$ cat config.mk
export PLATFORM = sky130hd
export DESIGN_NAME = mvnb_ram
export DESIGN_NICKNAME = d
export VERILOG_FILES = /design/src/hdl/mvnb_ram.sv
export SDC_FILE = /design/constraint.sdc
export NUM_CORES = 1
export LEC_CHECK = 0
export BUFFER_PORTS_ARGS = -buffer_cell sky130_fd_sc_hd__buf_2
export CAP_MARGIN = 20
export CORE_MARGIN = 2
export CORE_UTILIZATION = 60
export CTS_BUF_LIST = sky130_fd_sc_hd__clkbuf_16
export DETAILED_ROUTE_END_ITERATION = 10
export GPL_TIMING_DRIVEN = 0
export MAX_ROUTING_LAYER = met4
export PLACE_DENSITY = 0.82
export SLEW_MARGIN = 10
export SYNTH_ARGS = -nofsm -noshare
export SYNTH_HDL_FRONTEND = slang
export SYNTH_SLANG_ARGS = --single-unit
$ cat constraint.sdc
create_clock -name clk_i -period 2.29 [get_ports clk_i]
set_input_delay 0.3435 -clock clk_i [delete_from_list [all_inputs] [get_ports clk_i]]
set_output_delay 0.3435 -clock clk_i [all_outputs]
set_load 0.005 [all_outputs]
$ cat src/hdl/mvnb_ram.sv
// Simple dual-port synchronous RAM with a registered read port.
module mvnb_ram #(
  parameter int Width = 8,
  parameter int Depth = 16,
  localparam int AddrW = $clog2(Depth)
) (
  input  logic             clk_i,
  input  logic             we_i,
  input  logic [AddrW-1:0] waddr_i,
  input  logic [Width-1:0] wdata_i,
  input  logic [AddrW-1:0] raddr_i,
  output logic [Width-1:0] rdata_o
);

  logic [Width-1:0] mem_q [Depth];
  logic [Width-1:0] rdata_q;

  always_ff @(posedge clk_i) begin
    if (we_i) begin
      mem_q[waddr_i] <= wdata_i;
    end
    rdata_q <= mem_q[raddr_i];
  end

  assign rdata_o = rdata_q;

endmodule

After elaboration in Yosys (flattened, before gate mapping)
Memories as Yosys holds them, arrays and structs flattened. A register that Yosys moved wholly into a read port is not among the register bits.
Cells that the tools add are included.
W data, S select, Z words.
{"block": "totals", "out_inout_bits": 8, "ff_bits": 0, "ramBits": 128, "memories": 1, "elab_cells": 3, "input_bits": 18}
{"block": "op_classes", "mux": 2}
{"name": "mem_q", "depth": 16, "width": 8, "read_ports": 1, "rd_ports_with_merged_regs": 1, "write_ports": 1, "line": "15", "text": "logic [Width-1:0] mem_q [Depth];"}
{"op": "$mux W1", "count": 2}

Longest topological paths before layout
Gate-level depths: netlist of run 1.
{"block": "depth", "ltp_word": 2, "mapped_depth": 5, "depth_no_buf": 3}

Least setup slack after synthesis of run 1
No wires, ideal clock.
{"block": "synth_timing", "path_kind": "input port to flip-flop", "start": "input waddr_i[2]", "end": "memory mem_q[0][0] (enable)", "t_arrival_ns": 1.453, "n_path_buf": 0, "required_ns": 1.907, "setup_time_ns": 0.383, "setup_slack_ns": 0.454, "path_stages": 2, "cell_sequence": "or3b_2 -> nor3_1"}
{"item": "start, declared", "line": "9", "text": "input logic [AddrW-1:0] waddr_i,"}
{"item": "end, declared", "line": "15"}
No word-level cell before the write port.

Worst setup path after layout of run 1
{"block": "layout_timing", "start": "input waddr_i[2]", "end": "memory mem_q[3][5] (enable)"}
No word-level cell before the write port.

==> key figures, run 1 <==
Logic synthesis
  – Synth unique cells: 19
  – Cell area after synthesis: roughly 5100 um2
  – Mux share of post-synthesis cell area: 15.02%
  – Synth Area in XOR/XNOR: 0%
  – Seq/Total Area, Yosys: 77.78%
  – Syn Inst Count: 229
  – Yosys warns: 0
  – Mapped Nets: about 250
  – Synthesized area per cell: ~22 um2
  – Main combinational cell family by area after synthesis: multiplexers
  – Simple-Gate Fraction of Synth Area: 3.184%
  – Synth Area in Adders: 0%
  – Fraction of the mapped netlist area in compound gates: 2.333%
  – Synth Register Bits: 136

Pwr
  – Power consumption: 5.968 mW
  – Max VDD drop: between 500 and 600 uV
  – Static leakage: 2.065 nW
  – Pwr per Cell Area: 985.3 nW/um2

Worst setup path
  – Crit. Startpoint: waddr_i[2]
  – Crit-path slowest cell: nor2_1
  – Reg2Reg Launch Point: mem_q[0][7]
  – Crit path kind: input pin to register
  – CP top delay family: simple AND/OR/NAND/NOR gates
  – Critical Path RT: 2.33 ns
  – Slowest stage delay, CP: between 0.6 and 0.7 ns
  – CP max FO: 8
  – Critical Path AT: 1.65 ns
  – CP startpoint kind: input pin
  – Worst Setup End Kind: register
  – CP Cell Sequence: buf_2 > or3b_2 > nor2_1
  – Buf+Inv Stages, Crit Path: 1

Floorplan
  – I/O pin cnt: 26
  – Core outline area: 8258 um2
  – Die area: 9336 um2
  – Row Count: 33
  – Die Y: 96.63 um
  – Die W: 96.63 um
  – Starting Density: 62.33%

Run status
  – Outcome: complete, no violations

STA
  – Fin. max-slew vios: 0
  – Rel. slew slack: 44.57%
  – Unrepaired setup endpoints after global routing: false
  – Final setup fails: 0
  – Setup Skew: 0.006973 ns
  – Minimum clock period: 1.610 ns
  – Fmax: 0.6210 GHz
  – Worst-Margin Slew: 0.8284 ns
  – Fin crit share: 70.32%
  – Fin. Hold Viols: 0

Placement
  – Placed Cells: roughly 360
  – Detailed placer's ending HPWL: 6.275 mm
  – Routability cong.: 0.7160
  – Port buffer count: 24

Clocking
  – Clock sinks: 136
  – CTS Hold Bufs: 0
  – CTS tree: built
  – Post-CTS Setup Bufs: 0
  – Clk pin slew, worst setup/hold paths: 0.06 ns
  – Worst skew pair latency: roughly 0.41 ns
  – Clk root buf: clkbuf_16
  – H-tree depth: 4
  – CTS buffer count: 17
  – CTS max path bufs: 2
  – Post-cts gate resize count: 0

Cells and area
  – Area taken by multi-input logic gates: 1057 um2
  – Antenna cells: 0
  – Fin cells: ~390
  – Commonest non-fill, non-tap cell in the layout: edfxtp_1
  – FILL cells: 439
  – Share of layout cells above drive strength 1: 29.76%
  – Seq. cell area: roughly 4000 um2
  – Layout area overhead: 17.67%
  – Most frequent cells in the layout: edfxtp_1, buf_2, mux4_2
  – Nets@finish: 294

Routing
  – DRC violations left: 0
  – Post-DRT Antenna Nets: 0
  – DRT iter0 DRCs: 329
  – Routed Wire Length: 10.44 mm
  – DR vias/cell: between 6 and 7
  – Drt pass-1 iters: 5
  – Via count: 2567
  – Drt wl/cell: 26.49 um

Hold path
  – HP Start: wdata_i[1]
  – Worst hold path class: input pin to register

GRT
  – Largest net degree at the start of global routing: 17
  – First-pass GRT wire length: 15.56 mm
  – Initial antenna violation count: 0
  – Global route total overflow: 0
  – Vias in the first global route: 2502
  – Overall routing resource usage: roughly a quarter

Flow run
  – Max cap viols: 0
layer usage:
layer | vias up | track usage (%) | part of all wire [%]
li1 | 1072 | - | -
met1 | 1304 | 34.39 | 41
met2 | 178 | 35.31 | 48
met3 | 13 | 5.780 | 9.0
met4 | 0 | 8.559 | 1.5
met5 | - | - | 0
per-stage QoR:
stage	instance area (um2)	util [%]	setup TNS, ns	setup slack, ns	hold slack [ns]
6_report	6057	73.35	0	0.6796	0.3373
5_1_grt	6057	73.35	0	0.6212	0.3404
4_1_cts	6052	73.29	0	0.6967	0.3271
3_5_place_dp	5416	65.59	0	0.2627	0.6631
3_3_place_gp	5399	65.38	-0.2652	-0.03341	0.6561
2_1_floorplan	5147	-	0	0.4536	0.4424
synth_stat cells, drive strengths merged:
library cell | instances | area share, %
edfxtp | 128 | 75
mux4 | 32 | 15
a22oi | 16 | 2.3
nor2 | 13 | 0.95
nand2 | 9 | 0.66
dfxtp | 8 | 3.1
buf | 7 | 1.1
nor3 | 4 | 0.39
clkdlybuf4s25 | 3 | 0.58
nand2b | 2 | 0.24
nand3b | 2 | 0.29
and2 | 1 | 0.12
and2b | 1 | 0.15
nand3 | 1 | 0.097
nor2b | 1 | 0.12
or3b | 1 | 0.17
kinds of logic (layout without fill, tap and decap cells):
kind of cell	Yosys count	after routing
and+or+nand+nor	35	35
DFF	136	136
buffers and inverters	10	70
AOI/OAI and AO/OA	16	16
muxes	32	32
worst reg2reg max path, delay by kind of cell (launching register included):
family | cells | cell delay, ns
AND/OR/NAND/NOR | 1 | 0.13
flip-flops | 1 | 0.38
AO/OA/AOI/OAI | 1 | 0.40
multiplexers | 1 | 0.46
layout make-up:
| class | instances | share of cell area, % |
|---|---|---|
| plain buffers | 10 | 1.425 |
| clock buffers | 17 | 7.023 |
| clock inverters | 15 | 3.470 |
| multi-input cells | 83 | 17.46 |
| flip-flops and latches | 136 | 66.10 |
| well taps | 105 | 2.169 |
| repair buffers | 28 | 2.355 |
report_power, final:
| group | total (mW) | internal (mW) | leakage [nW] | switching [mW] |
|---|---|---|---|---|
| Clock | 2.90 | 1.91 | 0.305 | 0.988 |
| Sequential | 2.80 | 2.78 | 1.22 | 0.0162 |
| Combinational | 0.266 | 0.111 | 0.537 | 0.155 |
| Total | 5.97 | 4.81 | 2.07 | 1.16 |
state kept, by name, indices dropped and copies added, names as in the netlist:
| name | cells |
|---|---|
| mem_q | 128 |
| rdata_o | 8 |
worst paths after layout:
| path | slack [ns] | cells past startpoint | to |
|---|---|---|---|
| setup / recovery | 0.68 | 3 | mem_q[3][5] |
| hold / removal | 0.34 | 1 | mem_q[8][1] |
| setup reg to reg | 0.79 | 3 | rdata_o[7] |
| hold reg to reg | 0.68 | 3 | rdata_o[2] |
(Power assumes the default switching activity.)
==> inputs of run 2 (changes only) <==
==> constraint.sdc (replaced) <==
create_clock -name clk_i -period 1.6 [get_ports clk_i]
set_input_delay 0.24 -clock clk_i [delete_from_list [all_inputs] [get_ports clk_i]]
set_output_delay 0.24 -clock clk_i [all_outputs]
set_load 0.005 [all_outputs]
==> run 2 against run 1 <==
  * Non-clock buffer count fell by 1
  * Cell area rose by 0.39%
  * Cell count fell by 0.25%
  * Critical path type unchanged
  * Largest cell class unchanged
  * Largest power group unchanged
  * Highest routed layer unchanged
==> key figures, run 2 (same netlist as run 1, synthesis figures left out) <==
Placement
  – Placed cell area: 5421 um2 (about the same)
  – Detailed placer's ending HPWL: 5.950 mm (-5.2%)
  – Port buffer count: 24 (unchanged)
  – Routability cong.: 0.7242 (+1.1%)

GRT
  – Overall routing resource usage: 23.65% (-0.56 points)
  – Largest net degree at the start of global routing: 17 (unchanged)
  – Global route total overflow: 0 (unchanged)
  – First-pass GRT wire length: 15.23 mm (-2.1%)
  – Initial antenna violation count: 0 (unchanged)
  – Vias in the first global route: 2550 (+1.9%)

Clocking
  – Clk root buf: clkbuf_16
  – Clk pin slew, worst setup/hold paths: 0.05 ns (about the same)
  – Post-CTS Setup Bufs: 0 (unchanged)
  – Post-cts gate resize count: 0 (unchanged)
  – H-tree depth: 4 (unchanged)
  – CTS Hold Bufs: 0 (unchanged)
  – Clock sinks: 136 (unchanged)
  – CTS tree: built
  – CTS buffer count: 17 (unchanged)
  – CTS max path bufs: 2 (unchanged)
  – Worst skew pair latency: 0.41 ns (about the same)

Worst setup path
  – Worst Setup End Kind: register
  – Crit path kind: input pin to register
  – Critical Path AT: 1.54 ns (-0.11 ns)
  – CP startpoint kind: input pin
  – Slowest stage delay, CP: 0.64 ns (about the same)
  – Critical Path RT: 1.64 ns (-0.69 ns)
  – CP Cell Sequence: buf_2 > or3b_2 > nor2_1
  – Reg2Reg Launch Point: mem_q[4][1]
  – CP max FO: 8 (unchanged)
  – Crit-path slowest cell: nor2_1
  – Crit. Startpoint: waddr_i[2]

STA
  – Unrepaired setup endpoints after global routing: false
  – Fin. Hold Viols: 0 (unchanged)
  – Worst-Margin Slew: 0.7904 ns (-0.03801 ns)
  – Fmax: 0.6663 GHz
  – Setup Skew: 0.008888 ns (+0.001915 ns)
  – Final setup fails: 0 (unchanged)
  – Fin crit share: 93.80%
  – Fin. max-slew vios: 0 (unchanged)
  – Minimum clock period: 1.501 ns
  – Rel. slew slack: 47.11% (+2.5 points)

Floorplan
  – Die area: 9336 um2 (unchanged)
  – I/O pin cnt: 26 (unchanged)
  – Die W: 96.63 um (unchanged)
  – Starting Density: 62.33% (unchanged)
  – Row Count: 33 (unchanged)
  – Die Y: 96.63 um (unchanged)
  – Core outline area: 8258 um2 (unchanged)

Cells and area
  – Commonest non-fill, non-tap cell in the layout: edfxtp_1
  – Share of layout cells above drive strength 1: 29.86% (+0.10 points)
  – Most frequent cells in the layout: edfxtp_1, buf_2, mux4_2
  – Antenna cells: 0 (unchanged)
  – Largest reg by FF count: mem_q
  – Post-layout util: 73.64% (+0.29 points)
  – Max reg flops: 128 (unchanged)
  – Nets@finish: 293 (-0.34%)
  – Design area: 6081 um2 (+0.39%)
  – Layout area overhead: 18.13%

Routing
  – Drt pass-1 iters: 4 (-1)
  – DRT iter0 DRCs: 367 (+12%)
  – DR vias/cell: 6.232 (-4.4%)
  – Drt wl/cell: 25.36 um (-4.3%)
  – Via count: 2449 (-4.6%)
  – Post-DRT Antenna Nets: 0 (unchanged)
  – DRC violations left: 0 (unchanged)
  – Routed Wire Length: 9.967 mm (-4.5%)

Pwr
  – Pwr per Cell Area: 1426 nW/um2 (+45%)
  – Max VDD drop: 965.6 uV (+65%)
  – Static leakage: 2.075 nW (+0.48%)

Run status
  – Outcome: complete, no violations

Hold path
  – HP Start: wdata_i[5]
  – Worst hold path class: input pin to register

Flow run
  – Max cap viols: 0 (unchanged)
-- run 2: cell types whose count changed in the layout (fill, tap and decap cells not counted), sizes merged --
cell,before,now
clkinvlp,4,2
clkinv,4,6
bufinv,5,6
buf,35,34
inv,2,1
-- run 2: worst max-delay path, delay by kind of cell --
family	cells	cell delay [ns]
buffers and inverters	1	0.11
and+or+nand+nor	2	1.18
-- run 2: report_power, final --
part	switching (mW)	leakage, nW	total (mW)	internal, mW
registers	0.0208	1.22	4.01	3.99
logic	0.216	0.532	0.375	0.159
clock network	1.39	0.319	4.29	2.90
-- run 2: stage by stage --
step | setup WS, ns | hold WS (ns) | total power [mW] | cells | setup TNS, ns
after floorplan | 0.09385 | 0.3389 | 4.278 | 229 | 0
after detailed placement | -0.3170 | 0.6162 | 4.449 | 361 | -11.41
final | 0.09916 | 0.2329 | 8.670 | 393 | 0
after global placement | -0.3961 | 0.6155 | 4.429 | 358 | -16.92
after CTS | 0.09195 | 0.2229 | 8.715 | 393 | 0
after global routing | 0.01816 | 0.2345 | 8.893 | 393 | 0
-- run 2: cell type report --
type	instances	area, um2
clock buffer	17	425.4
fill	436	2177
clock inverter	15	234.0
multi-input combinational	83	1062
buffer	10	86.33
tap	105	131.4
timing repair buffer	27	137.6
sequential	136	4004
-- run 2: final timing paths --
path              depth (start not counted)           to  slack [ns]
hold reg to reg                           3   rdata_o[7]        0.69
setup / recovery                          3  mem_q[1][0]         0.1
setup reg to reg                          3   rdata_o[1]        0.18
hold / removal                            1  mem_q[6][5]        0.23
-- run 2: layer usage --
layer | routed length, um | share of wire (%) | up-vias | track usage (%)
met3 | 711 | 7.1 | 16 | 4.841
li1 | - | - | 1068 | -
met4 | 195 | 2.0 | 0 | 10.08
met2 | 4962 | 50 | 112 | 35.68
met5 | 0 | 0 | - | -
met1 | 4099 | 41 | 1253 | 32.15
