`src/hdl/mvnb_pkg.sv`:
```
// Shared constants, word types and codes for the vertex normal and bounds block.
package mvnb_pkg;

  localparam int MaxVertices = 4096;
  localparam int CoordBits   = 24;
  localparam int NormalBits  = 16;
  localparam int CountBits   = $clog2(MaxVertices) + 1;
  localparam int AddrBits    = $clog2(MaxVertices);
  localparam int IndexBits   = 16;
  localparam int SumBits     = 64;
  localparam int EdgeBits    = CoordBits + 1;
  localparam int ProdBits    = 2 * EdgeBits;
  localparam int FaceBits    = ProdBits + 1;
  localparam int MagBits     = 30;
  localparam int NormFrac    = NormalBits - 1;
  localparam int NumBits     = MagBits + NormFrac + 1;
  localparam int StepBits    = $clog2(NumBits);
  localparam int SqBits      = 2 * MagBits + 2;
  localparam int RootBits    = MagBits + 2;
  localparam int RemBits     = RootBits + 1;

  localparam logic [1:0] OpStart = 2'd0;
  localparam logic [1:0] OpLoad  = 2'd1;
  localparam logic [1:0] OpTri   = 2'd2;
  localparam logic [1:0] OpQuery = 2'd3;

  localparam logic [1:0] StOk       = 2'd0;
  localparam logic [1:0] StFull     = 2'd1;
  localparam logic [1:0] StSkipped  = 2'd2;
  localparam logic [1:0] StBadIndex = 2'd3;

  typedef struct packed {
    logic [1:0]                  op;
    logic signed [CoordBits-1:0] pos_x;
    logic signed [CoordBits-1:0] pos_y;
    logic signed [CoordBits-1:0] pos_z;
    logic [IndexBits-1:0]        tri_v0;
    logic [IndexBits-1:0]        tri_v1;
    logic [IndexBits-1:0]        tri_v2;
    logic [IndexBits-1:0]        vertex_index;
  } in_word_t;

  typedef struct packed {
    logic [1:0]                   status;
    logic signed [NormalBits-1:0] normal_x;
    logic signed [NormalBits-1:0] normal_y;
    logic signed [NormalBits-1:0] normal_z;
    logic signed [CoordBits-1:0]  box_min_x;
    logic signed [CoordBits-1:0]  box_min_y;
    logic signed [CoordBits-1:0]  box_min_z;
    logic signed [CoordBits-1:0]  box_max_x;
    logic signed [CoordBits-1:0]  box_max_y;
    logic signed [CoordBits-1:0]  box_max_z;
    logic [CountBits-1:0]         loaded_count;
  } out_word_t;

  typedef struct packed {
    logic signed [CoordBits-1:0] x;
    logic signed [CoordBits-1:0] y;
    logic signed [CoordBits-1:0] z;
  } pos_t;

  typedef struct packed {
    logic signed [SumBits-1:0] x;
    logic signed [SumBits-1:0] y;
    logic signed [SumBits-1:0] z;
  } sum_t;

  typedef struct packed {
    logic signed [NormalBits-1:0] x;
    logic signed [NormalBits-1:0] y;
    logic signed [NormalBits-1:0] z;
  } norm_t;

endpackage

```
`src/hdl/mvnb_norm.sv`:
```
// Iterative normalizer: magnitude shift, sum of squares, square root and three divides.
module mvnb_norm import mvnb_pkg::*; (
  input  logic  clk_i,
  input  logic  rst_ni,
  input  logic  start_i,
  input  sum_t  sum_i,
  output logic  done_o,
  output norm_t norm_o
);

  typedef enum logic [5:0] {
    NS_IDLE   = 6'b000001,
    NS_SHIFT  = 6'b000010,
    NS_SQUARE = 6'b000100,
    NS_ROOT   = 6'b001000,
    NS_DLOAD  = 6'b010000,
    NS_DIV    = 6'b100000
  } nstate_e;

  nstate_e state_q;
  logic [SumBits-1:0] mag_q [3];
  logic [2:0] neg_q;
  logic [1:0] cnt_q;
  logic [StepBits-1:0] step_q;
  logic [2*MagBits-1:0] prod_q;
  logic [SqBits-1:0] sq_q, v_q, root_q, bit_q, trial;
  logic [RootBits-1:0] len_q;
  logic [NumBits-1:0] num_q, quo_q, q_nx;
  logic [RemBits-1:0] rem_q, rem_t, rem_nx;
  logic ge;
  logic signed [NormalBits-1:0] res_q [3];
  logic done_q;
  logic [SumBits-1:0] mag_in [3];
  logic [MagBits-1:0] sq_in, div_in;
  logic [NormFrac-1:0] n_sat;
  logic [NormalBits-1:0] n_pos;
  logic neg_sel;

  assign mag_in[0] = sum_i.x[SumBits-1] ? -sum_i.x : sum_i.x;
  assign mag_in[1] = sum_i.y[SumBits-1] ? -sum_i.y : sum_i.y;
  assign mag_in[2] = sum_i.z[SumBits-1] ? -sum_i.z : sum_i.z;

  always_comb begin
    case (cnt_q)
      2'd0:    sq_in = mag_q[0][MagBits-1:0];
      2'd1:    sq_in = mag_q[1][MagBits-1:0];
      2'd2:    sq_in = mag_q[2][MagBits-1:0];
      default: sq_in = '0;
    endcase
    case (cnt_q)
      2'd0:    begin div_in = mag_q[0][MagBits-1:0]; neg_sel = neg_q[0]; end
      2'd1:    begin div_in = mag_q[1][MagBits-1:0]; neg_sel = neg_q[1]; end
      default: begin div_in = mag_q[2][MagBits-1:0]; neg_sel = neg_q[2]; end
    endcase
  end

  assign trial  = root_q + bit_q;
  assign rem_t  = {rem_q[RemBits-2:0], num_q[NumBits-1]};
  assign ge     = rem_t >= {1'b0, len_q};
  assign rem_nx = ge ? rem_t - {1'b0, len_q} : rem_t;
  assign q_nx   = {quo_q[NumBits-2:0], ge};
  assign n_sat  = (|q_nx[NumBits-1:NormFrac]) ? {NormFrac{1'b1}} : q_nx[NormFrac-1:0];
  assign n_pos  = {1'b0, n_sat};

  always_ff @(posedge clk_i or negedge rst_ni) begin
    if (!rst_ni) begin
      state_q <= NS_IDLE;
      done_q  <= 1'b0;
      cnt_q   <= '0;
      step_q  <= '0;
    end else begin
      done_q <= 1'b0;
      unique case (state_q)
        NS_IDLE: begin
          if (start_i) begin
            mag_q[0] <= mag_in[0];
            mag_q[1] <= mag_in[1];
            mag_q[2] <= mag_in[2];
            neg_q    <= {sum_i.z[SumBits-1], sum_i.y[SumBits-1], sum_i.x[SumBits-1]};
            if ((mag_in[0] | mag_in[1] | mag_in[2]) == '0) begin
              res_q[0] <= '0;
              res_q[1] <= {1'b0, {NormFrac{1'b1}}};
              res_q[2] <= '0;
              done_q   <= 1'b1;
            end else begin
              state_q <= NS_SHIFT;
            end
          end
        end
        NS_SHIFT: begin
          if (|((mag_q[0] | mag_q[1] | mag_q[2]) >> MagBits)) begin
            mag_q[0] <= mag_q[0] >> 1;
            mag_q[1] <= mag_q[1] >> 1;
            mag_q[2] <= mag_q[2] >> 1;
          end else begin
            state_q <= NS_SQUARE;
            cnt_q   <= '0;
            sq_q    <= '0;
          end
        end
        NS_SQUARE: begin
          prod_q <= sq_in * sq_in;
          if (cnt_q != 2'd0) begin
            sq_q <= sq_q + SqBits'(prod_q);
          end
          if (cnt_q == 2'd3) begin
            state_q <= NS_ROOT;
            cnt_q   <= '0;
            root_q  <= '0;
            bit_q   <= SqBits'(1) << (SqBits - 2);
            v_q     <= sq_q + SqBits'(prod_q);
          end else begin
            cnt_q <= cnt_q + 2'd1;
          end
        end
        NS_ROOT: begin
          if (v_q >= trial) begin
            v_q    <= v_q - trial;
            root_q <= (root_q >> 1) + bit_q;
          end else begin
            root_q <= root_q >> 1;
          end
          bit_q <= bit_q >> 2;
          if (bit_q[0]) begin
            len_q   <= v_q >= trial ? RootBits'((root_q >> 1) + bit_q)
                                    : RootBits'(root_q >> 1);
            state_q <= NS_DLOAD;
          end
        end
        NS_DLOAD: begin
          num_q   <= {1'b0, div_in, {NormFrac{1'b0}}} + NumBits'(len_q >> 1);
          rem_q   <= '0;
          quo_q   <= '0;
          step_q  <= '0;
          state_q <= NS_DIV;
        end
        NS_DIV: begin
          rem_q  <= rem_nx;
          quo_q  <= q_nx;
          num_q  <= num_q << 1;
          step_q <= step_q + 1'b1;
          if (step_q == StepBits'(NumBits - 1)) begin
            case (cnt_q)
              2'd0:    res_q[0] <= neg_sel ? -n_pos : n_pos;
              2'd1:    res_q[1] <= neg_sel ? -n_pos : n_pos;
              default: res_q[2] <= neg_sel ? -n_pos : n_pos;
            endcase
            if (cnt_q == 2'd2) begin
              state_q <= NS_IDLE;
              done_q  <= 1'b1;
            end else begin
              cnt_q   <= cnt_q + 2'd1;
              state_q <= NS_DLOAD;
            end
          end
        end
        default: state_q <= NS_IDLE;
      endcase
    end
  end

  assign done_o   = done_q;
  assign norm_o.x = res_q[0];
  assign norm_o.y = res_q[1];
  assign norm_o.z = res_q[2];

endmodule

```
`config.mk`:
```
export PLATFORM = sky130hd
export DESIGN_NAME = mvnb_norm
export DESIGN_NICKNAME = d
export VERILOG_FILES = /design/src/hdl/mvnb_pkg.sv /design/src/hdl/mvnb_norm.sv
export SDC_FILE = /design/constraint.sdc
export NUM_CORES = 2
export LEC_CHECK = 0
export ABC_AREA = 1
export ABC_CLOCK_PERIOD_IN_PS = 34200
export BUFFER_PORTS_ARGS = -buffer_cell sky130_fd_sc_hd__clkbuf_2
export CAP_MARGIN = 20
export CORE_MARGIN = 3
export CORE_UTILIZATION = 25
export CTS_CLUSTER_DIAMETER = 30
export DETAILED_ROUTE_END_ITERATION = 10
export GPL_ROUTABILITY_DRIVEN = 1
export PLACE_DENSITY_LB_ADDON = 0.2
export SLEW_MARGIN = 20
export SYNTH_ARGS = -nofsm -noshare
export SYNTH_HDL_FRONTEND = slang
export SYNTH_SLANG_ARGS = --single-unit
```
`constraint.sdc`:
```
create_clock -name clk_i -period 34.2 [get_ports clk_i]
set_input_delay 1.71 -clock clk_i [delete_from_list [all_inputs] [get_ports clk_i]]
set_output_delay 1.71 -clock clk_i [all_outputs]
set_load 0.01 [all_outputs]
```
# Word-level counts from Yosys, hierarchy flattened
# Memories as Yosys holds them, arrays and structs flattened.
# Cells that the tools add are included.
# word_totals
register_bits	481
n_memories	2
elab_cells	154
input_bits	195
ramBits	240
output_inout_bits	49
# classes
eq_ne	19
multipliers	1
n_bitwise	10
add_sub_neg	12
reduce_logical	25
n_mux	69
magnitude_cmp	2
# mem_list
name	depth	width	rd	rd_clocked_by_memory_dff	write_ports	line	source
mag_q	3	64	3	0	3	mvnb_norm.sv:21	logic [SumBits-1:0] mag_q [3];
res_q	3	16	3	0	3	mvnb_norm.sv:31	logic signed [NormalBits-1:0] res_q [3];
# op_table
op	count
$pmux 62 s2	4
$mux 62	7
$mux 64	6
$or 64x64->64	4
$neg 64->64	3
$pmux 46 s2	1
$pmux 30 s3	1
$pmux 45 s2	1
$logic_not 64->1	1
$mux 16	4
$mux 32	2
$pmux 32 s2	1
$add 61x62->62	1
$add 62x60->62	1
$add 62x62->62	1
$ge 62x62->1	1
$sub 62x62->62	1
$mul 30x30->60	1
$pmux 30 s2	1
$add 45x31->46	1
$mux 6	6
$pmux 6 s6	1
$reduce_or 34->1	1
$ge 33x32->1	1
31 further kinds	86

# Depth between registers and ports, before layout
# depth
depth_word	11
ltp_mapped	43
depth_no_buf	39

# Least setup slack after synthesis
# No wires, ideal clock.
# synth_timing
kind	input -> register
startpoint	in rst_ni
endpoint	mem mag_q[0][0] (enable)
t_arrival_ps	15152
path_stages	2
t_required_ps	33191
setup_time_ps	1009
path_buffers	0
path_slack_ps	18039
cell_sequence	nand2_1 > o21ai_0
# synth_lines
element	line	source
from (decl)	mvnb_norm.sv:4	input logic rst_ni,
to (decl)	mvnb_norm.sv:21	

# Worst setup path after layout
# layout_timing
startpoint	reg cnt_q[0]
endpoint	reg prod_q[52] (data pin)
# layout_between
elab_chain_len	3
word_cells_on_any_way	5
classes_between	mul: 1; eq/ne: 2; mux: 1; reduce/logical: 1
# layout_rtl
element	line	source
from (decl)	mvnb_norm.sv:23	logic [1:0] cnt_q;
from (signal assigned)	mvnb_norm.sv:113	cnt_q <= cnt_q + 2'd1;
from (signal assigned)	mvnb_norm.sv:152	cnt_q <= cnt_q + 2'd1;
$eq 2x2->1, or another cell as far along	mvnb_norm.sv:44	case (cnt_q)
$pmux 30 s3 *	mvnb_norm.sv:44	
$mul 30x30->60 *	mvnb_norm.sv:102	prod_q <= sq_in * sq_in;
to (signal assigned)	mvnb_norm.sv:102	
to (decl)	mvnb_norm.sv:25	logic [2*MagBits-1:0] prod_q;
# Mark *: on every way between the ends. The rest lies on a longest branch, timed or not.
# A chain may end at the register's enable or synchronous reset.

==> results summary <==
The hold-fix buffer count after cts is 0. The final number of hold-violating endpoints was 0. The endpoint required time on the critical path is 34.69 ns. Setup repair after global routing left no endpoint under its margin. The total of buffers placed on input and output ports is 243. The area overhead of the layout relative to synthesis is 17.5%. At the later pin of the worst-skew pair, clock insertion delay measures roughly 0.84 ns. Using the TritonRoute via totals, the vias-per-cell ratio works out to roughly 4.7. The final standard cell utilization of the core is 0.297. In the synthesized netlist the dominant register cell turns out to be edfxtp_1. When the netlist entered floorplanning its net count stood at 11,400. Entering global routing, the biggest net connects 192 pins. The synthesized design contains 689 register bits. Of all cell types, the one taking the most synthesized area is edfxtp_1. The count of cell types in the netlist is 71. In this run the worst setup path begins at cnt_q[0]$_DFFE_PN0P_.

The startpoint identified for the worst hold timing path is num_q[39]$_DFFE_PP_. The count of mapped cells out of synthesis is 10,100. In the final routed layout, each cell accounts on average for 20.6 µm. The number of DRC markers after the initial detailed-route iteration is 5,535.

The number of enable flip-flop cells after synthesis came out at 674. The maximum count of clock buffers along a single path is 3. The initial core utilization came out at 0.253. The worst setup path is captured at a flop.

The via count of the first global-routing pass came out at between 70,000 and 80,000. The proportion of synthesized chip area in sequential cells is 0.266. The total of cells resized after clock tree synthesis is 0. The number of endpoints failing setup at the final stage is 0. Broken down by cell family, the worst path's largest delay share belongs to adder cells. Clock tree synthesis inserted a total of 215 buffers. The share of the synthesized area in the top cell type came out at 0.261. Of the available clock period, the critical path in the final layout requires 0.327.

After detailed routing, the number of remaining DRC violations is 0. The slew at the pin with the worst max-slew slack came out at 1.14 ns. The number of max-slew violations in the final report came out at 0.

The class of the tightest hold or removal check is reg2reg. The full die area came out at 317,000 µm². Among the stages of the critical path, the cell type that occurs most often is fa_1. Subtracting the final worst setup slack from the clock period gives 11.20 ns. The placer congestion estimate is 0.930. The worst-case setup margin in the final layout is 23.00 ns. The maximum single-stage delay on the critical path is 1.20 ns. The boundary pin count came out at 244. The CTS H-tree depth came out at 4. The die boundary height is 563 µm.

The data arrival time at the worst-slack endpoint is approximately 12 ns. The critical path is of the reg2reg type. The standard cell with the maximum stage delay on the critical path is o21ai_1. The cell row count came out at 203. The CTS tree is done. The run finished with clean final reports. The wire length of the first global-routing pass came out at 450,000 µm. At the placement stage, the worst setup path has a slack of 23.09 ns. The startpoint type of the worst setup path is a flop.

The post-DP HPWL is between 200,000 and 250,000 µm. The worst setup skew after layout came out at approximately 0.09 ns. Of all nets on the critical path, the largest fanout is 28. For this block, the via count after detailed routing is 69,000. In the synthesized netlist the async set-or-reset flop fraction comes to 0.0218. The count of synthesis-stage warnings from yosys came out at 0. The relative max-transition margin came out at 0.230. Clock tree synthesis found a total of 689 sinks. The CTS root buffer is clkbuf_16. The number of antenna violations at the first check in global routing is 9. After routing, the total negative slack on setup checks comes to 0 ns.

Post-CTS timing repair inserted 0 buffers for setup. The maximum clock frequency is 89.3 MHz. The proportion of layout cells with a drive suffix above 1 came out at 0.0763. The total overflow reported by the global router came out at 0.

Each instance of the synthesized netlist takes up on average 7.72 µm². The final layout net count is 11,800. After detailed routing, the total wire length is a little over 300,000 µm. The cell count after placement is 14,300. After synthesis the cells add up to 77,600 µm². The region available for standard cell placement spans 307,000 µm². The number of detailed-routing iterations run before antenna repair is 7. Together, buffers and inverters on the worst path number 8. In the global route stage, overall resource usage came out at 0.187. The startpoint identified for the worst register-to-register timing path is cnt_q[0]$_DFFE_PN0P_. The number of nets with antenna violations after detailed routing came out at 0. The number of max-cap violations is 0. The floorplan step set the die width to 563 µm. The final cell count without fillers came out at 14,700. After synthesis, the cell types taking the most area are edfxtp_1 26%, fa_1 18%, nand2_1 9.5%, inv_1 9.5%, ha_1 8.0%. After clock tree synthesis, the clock-pin slew on the worst setup and hold paths is 0.04 ns.
tightest hold or removal path, delay by kind of cell, from the launching register on:
family | cells | cell delay [ns]
DFF | 1 | 0.31
and+or+nand+nor | 2 | 0.12
worst paths after layout:
check	to	slack, ns	depth (start not counted)
max in group asynchronous	cnt_q[1]$_DFFE_PN0P_	32.87	1
min in group asynchronous	step_q[3]$_DFFE_PN0N_	0.88	1
hold reg to reg	num_q[40]$_DFFE_PP_	0.49	2
hold / removal	num_q[40]$_DFFE_PP_	0.49	2
setup reg to reg	prod_q[52]$_DFFE_PP_	23.00	30
setup / recovery	prod_q[52]$_DFFE_PP_	23.00	30
layer usage:
metal	wire length [µm]	track usage	vias up
li1	-	-	32800
met1	144000	0.270	33700
met2	134000	0.293	2094
met3	17100	0.0245	327
met4	6730	0.0436	0
met5	0	0	-
flip-flops by register name, summed over array words and instances, names as in the netlist, 32 cells and up:
| register | flops |
|---|---|
| len_q | 32 |
| mag_q | 192 |
| num_q | 46 |
| prod_q | 59 |
| quo_q | 45 |
| rem_q | 32 |
| res_q | 48 |
| root_q | 62 |
| sq_q | 62 |
| v_q | 62 |
Yosys cell counts, types with 11 or more instances:
| cell | number |
|---|---|
| buf_1 | 26 |
| nand4_1 | 90 |
| o21ai_1 | 43 |
| a21o_1 | 26 |
| nand3_1 | 399 |
| nand2_2 | 21 |
| edfxtp_1 | 674 |
| o211ai_1 | 24 |
| xnor2_1 | 155 |
| a221oi_1 | 15 |
| or2_2 | 38 |
| nor2_1 | 1349 |
| a22o_1 | 18 |
| a31oi_1 | 106 |
| ha_1 | 496 |
| inv_1 | 1961 |
| nand3b_1 | 22 |
| dfrtp_1 | 14 |
| nand2_1 | 1971 |
| o22ai_1 | 16 |
| a21boi_0 | 14 |
| o21a_1 | 23 |
| nor2_2 | 20 |
| fa_1 | 699 |
| o21bai_1 | 35 |
| buf_2 | 46 |
| o21ai_0 | 602 |
| nor3_1 | 108 |
| xor2_1 | 205 |
| clkbuf_1 | 141 |
| nand3_2 | 11 |
| nor4_1 | 40 |
| a21oi_1 | 525 |
layout by cell type (no fill, tap or decap), types with 22 or more instances in the layout:
cell and instances:
a21o_1 26, a21oi_1 525, a31oi_1 106, buf_4 79, bufinv_16 30, clkbuf_1 35
clkbuf_16 215, clkbuf_2 243, clkinv_1 41, clkinv_2 41, edfxtp_1 674, fa_1 699
ha_1 496, inv_1 1959, nand2_1 1969, nand2_2 23, nand3_1 399, nand3b_1 22
nand4_1 90, nor2_1 1345, nor3_1 106, nor4_1 40, o211ai_1 24, o21a_1 23
o21ai_0 596, o21ai_1 46, o21bai_1 35, or2_2 38, xnor2_1 155, xor2_1 205
per-stage QoR:
| stage | hold WS [ns] | cell area (µm²) |
|---|---|---|
| 2_1_floorplan | 0.457 | 77600 |
| 3_3_place_gp | 0.468 | 83700 |
| 3_5_place_dp | 0.482 | 83800 |
| 4_1_cts | 0.488 | 91200 |
| 5_1_grt | 0.512 | 91200 |
| 6_report | 0.492 | 91200 |
logic make-up after synthesis:
family	count (synthesis)	synth area share
AND/OR/NAND/NOR	4104	0.218
buffers and inverters	2193	0.107
AO/OA/AOI/OAI	1507	0.108
adder cells (fa/ha/maj)	1195	0.260
flip-flops	689	0.266
XOR/XNOR	360	0.0406
multiplexers	2	0.000258
cell type report:
class	instances	area, µm²
clock buffers	253	5550
flip-flops and latches	689	20600
fillers	33400	216000
well taps	4100	5130
repair buffers	327	1890
diodes	4	10.0
inverters	1973	7410
clock inverters	148	1860
multi-input cells	7168	48700
Power is not shown: default switching activity piles up to over one toggle a cycle in this logic, so the estimate is an artifact.
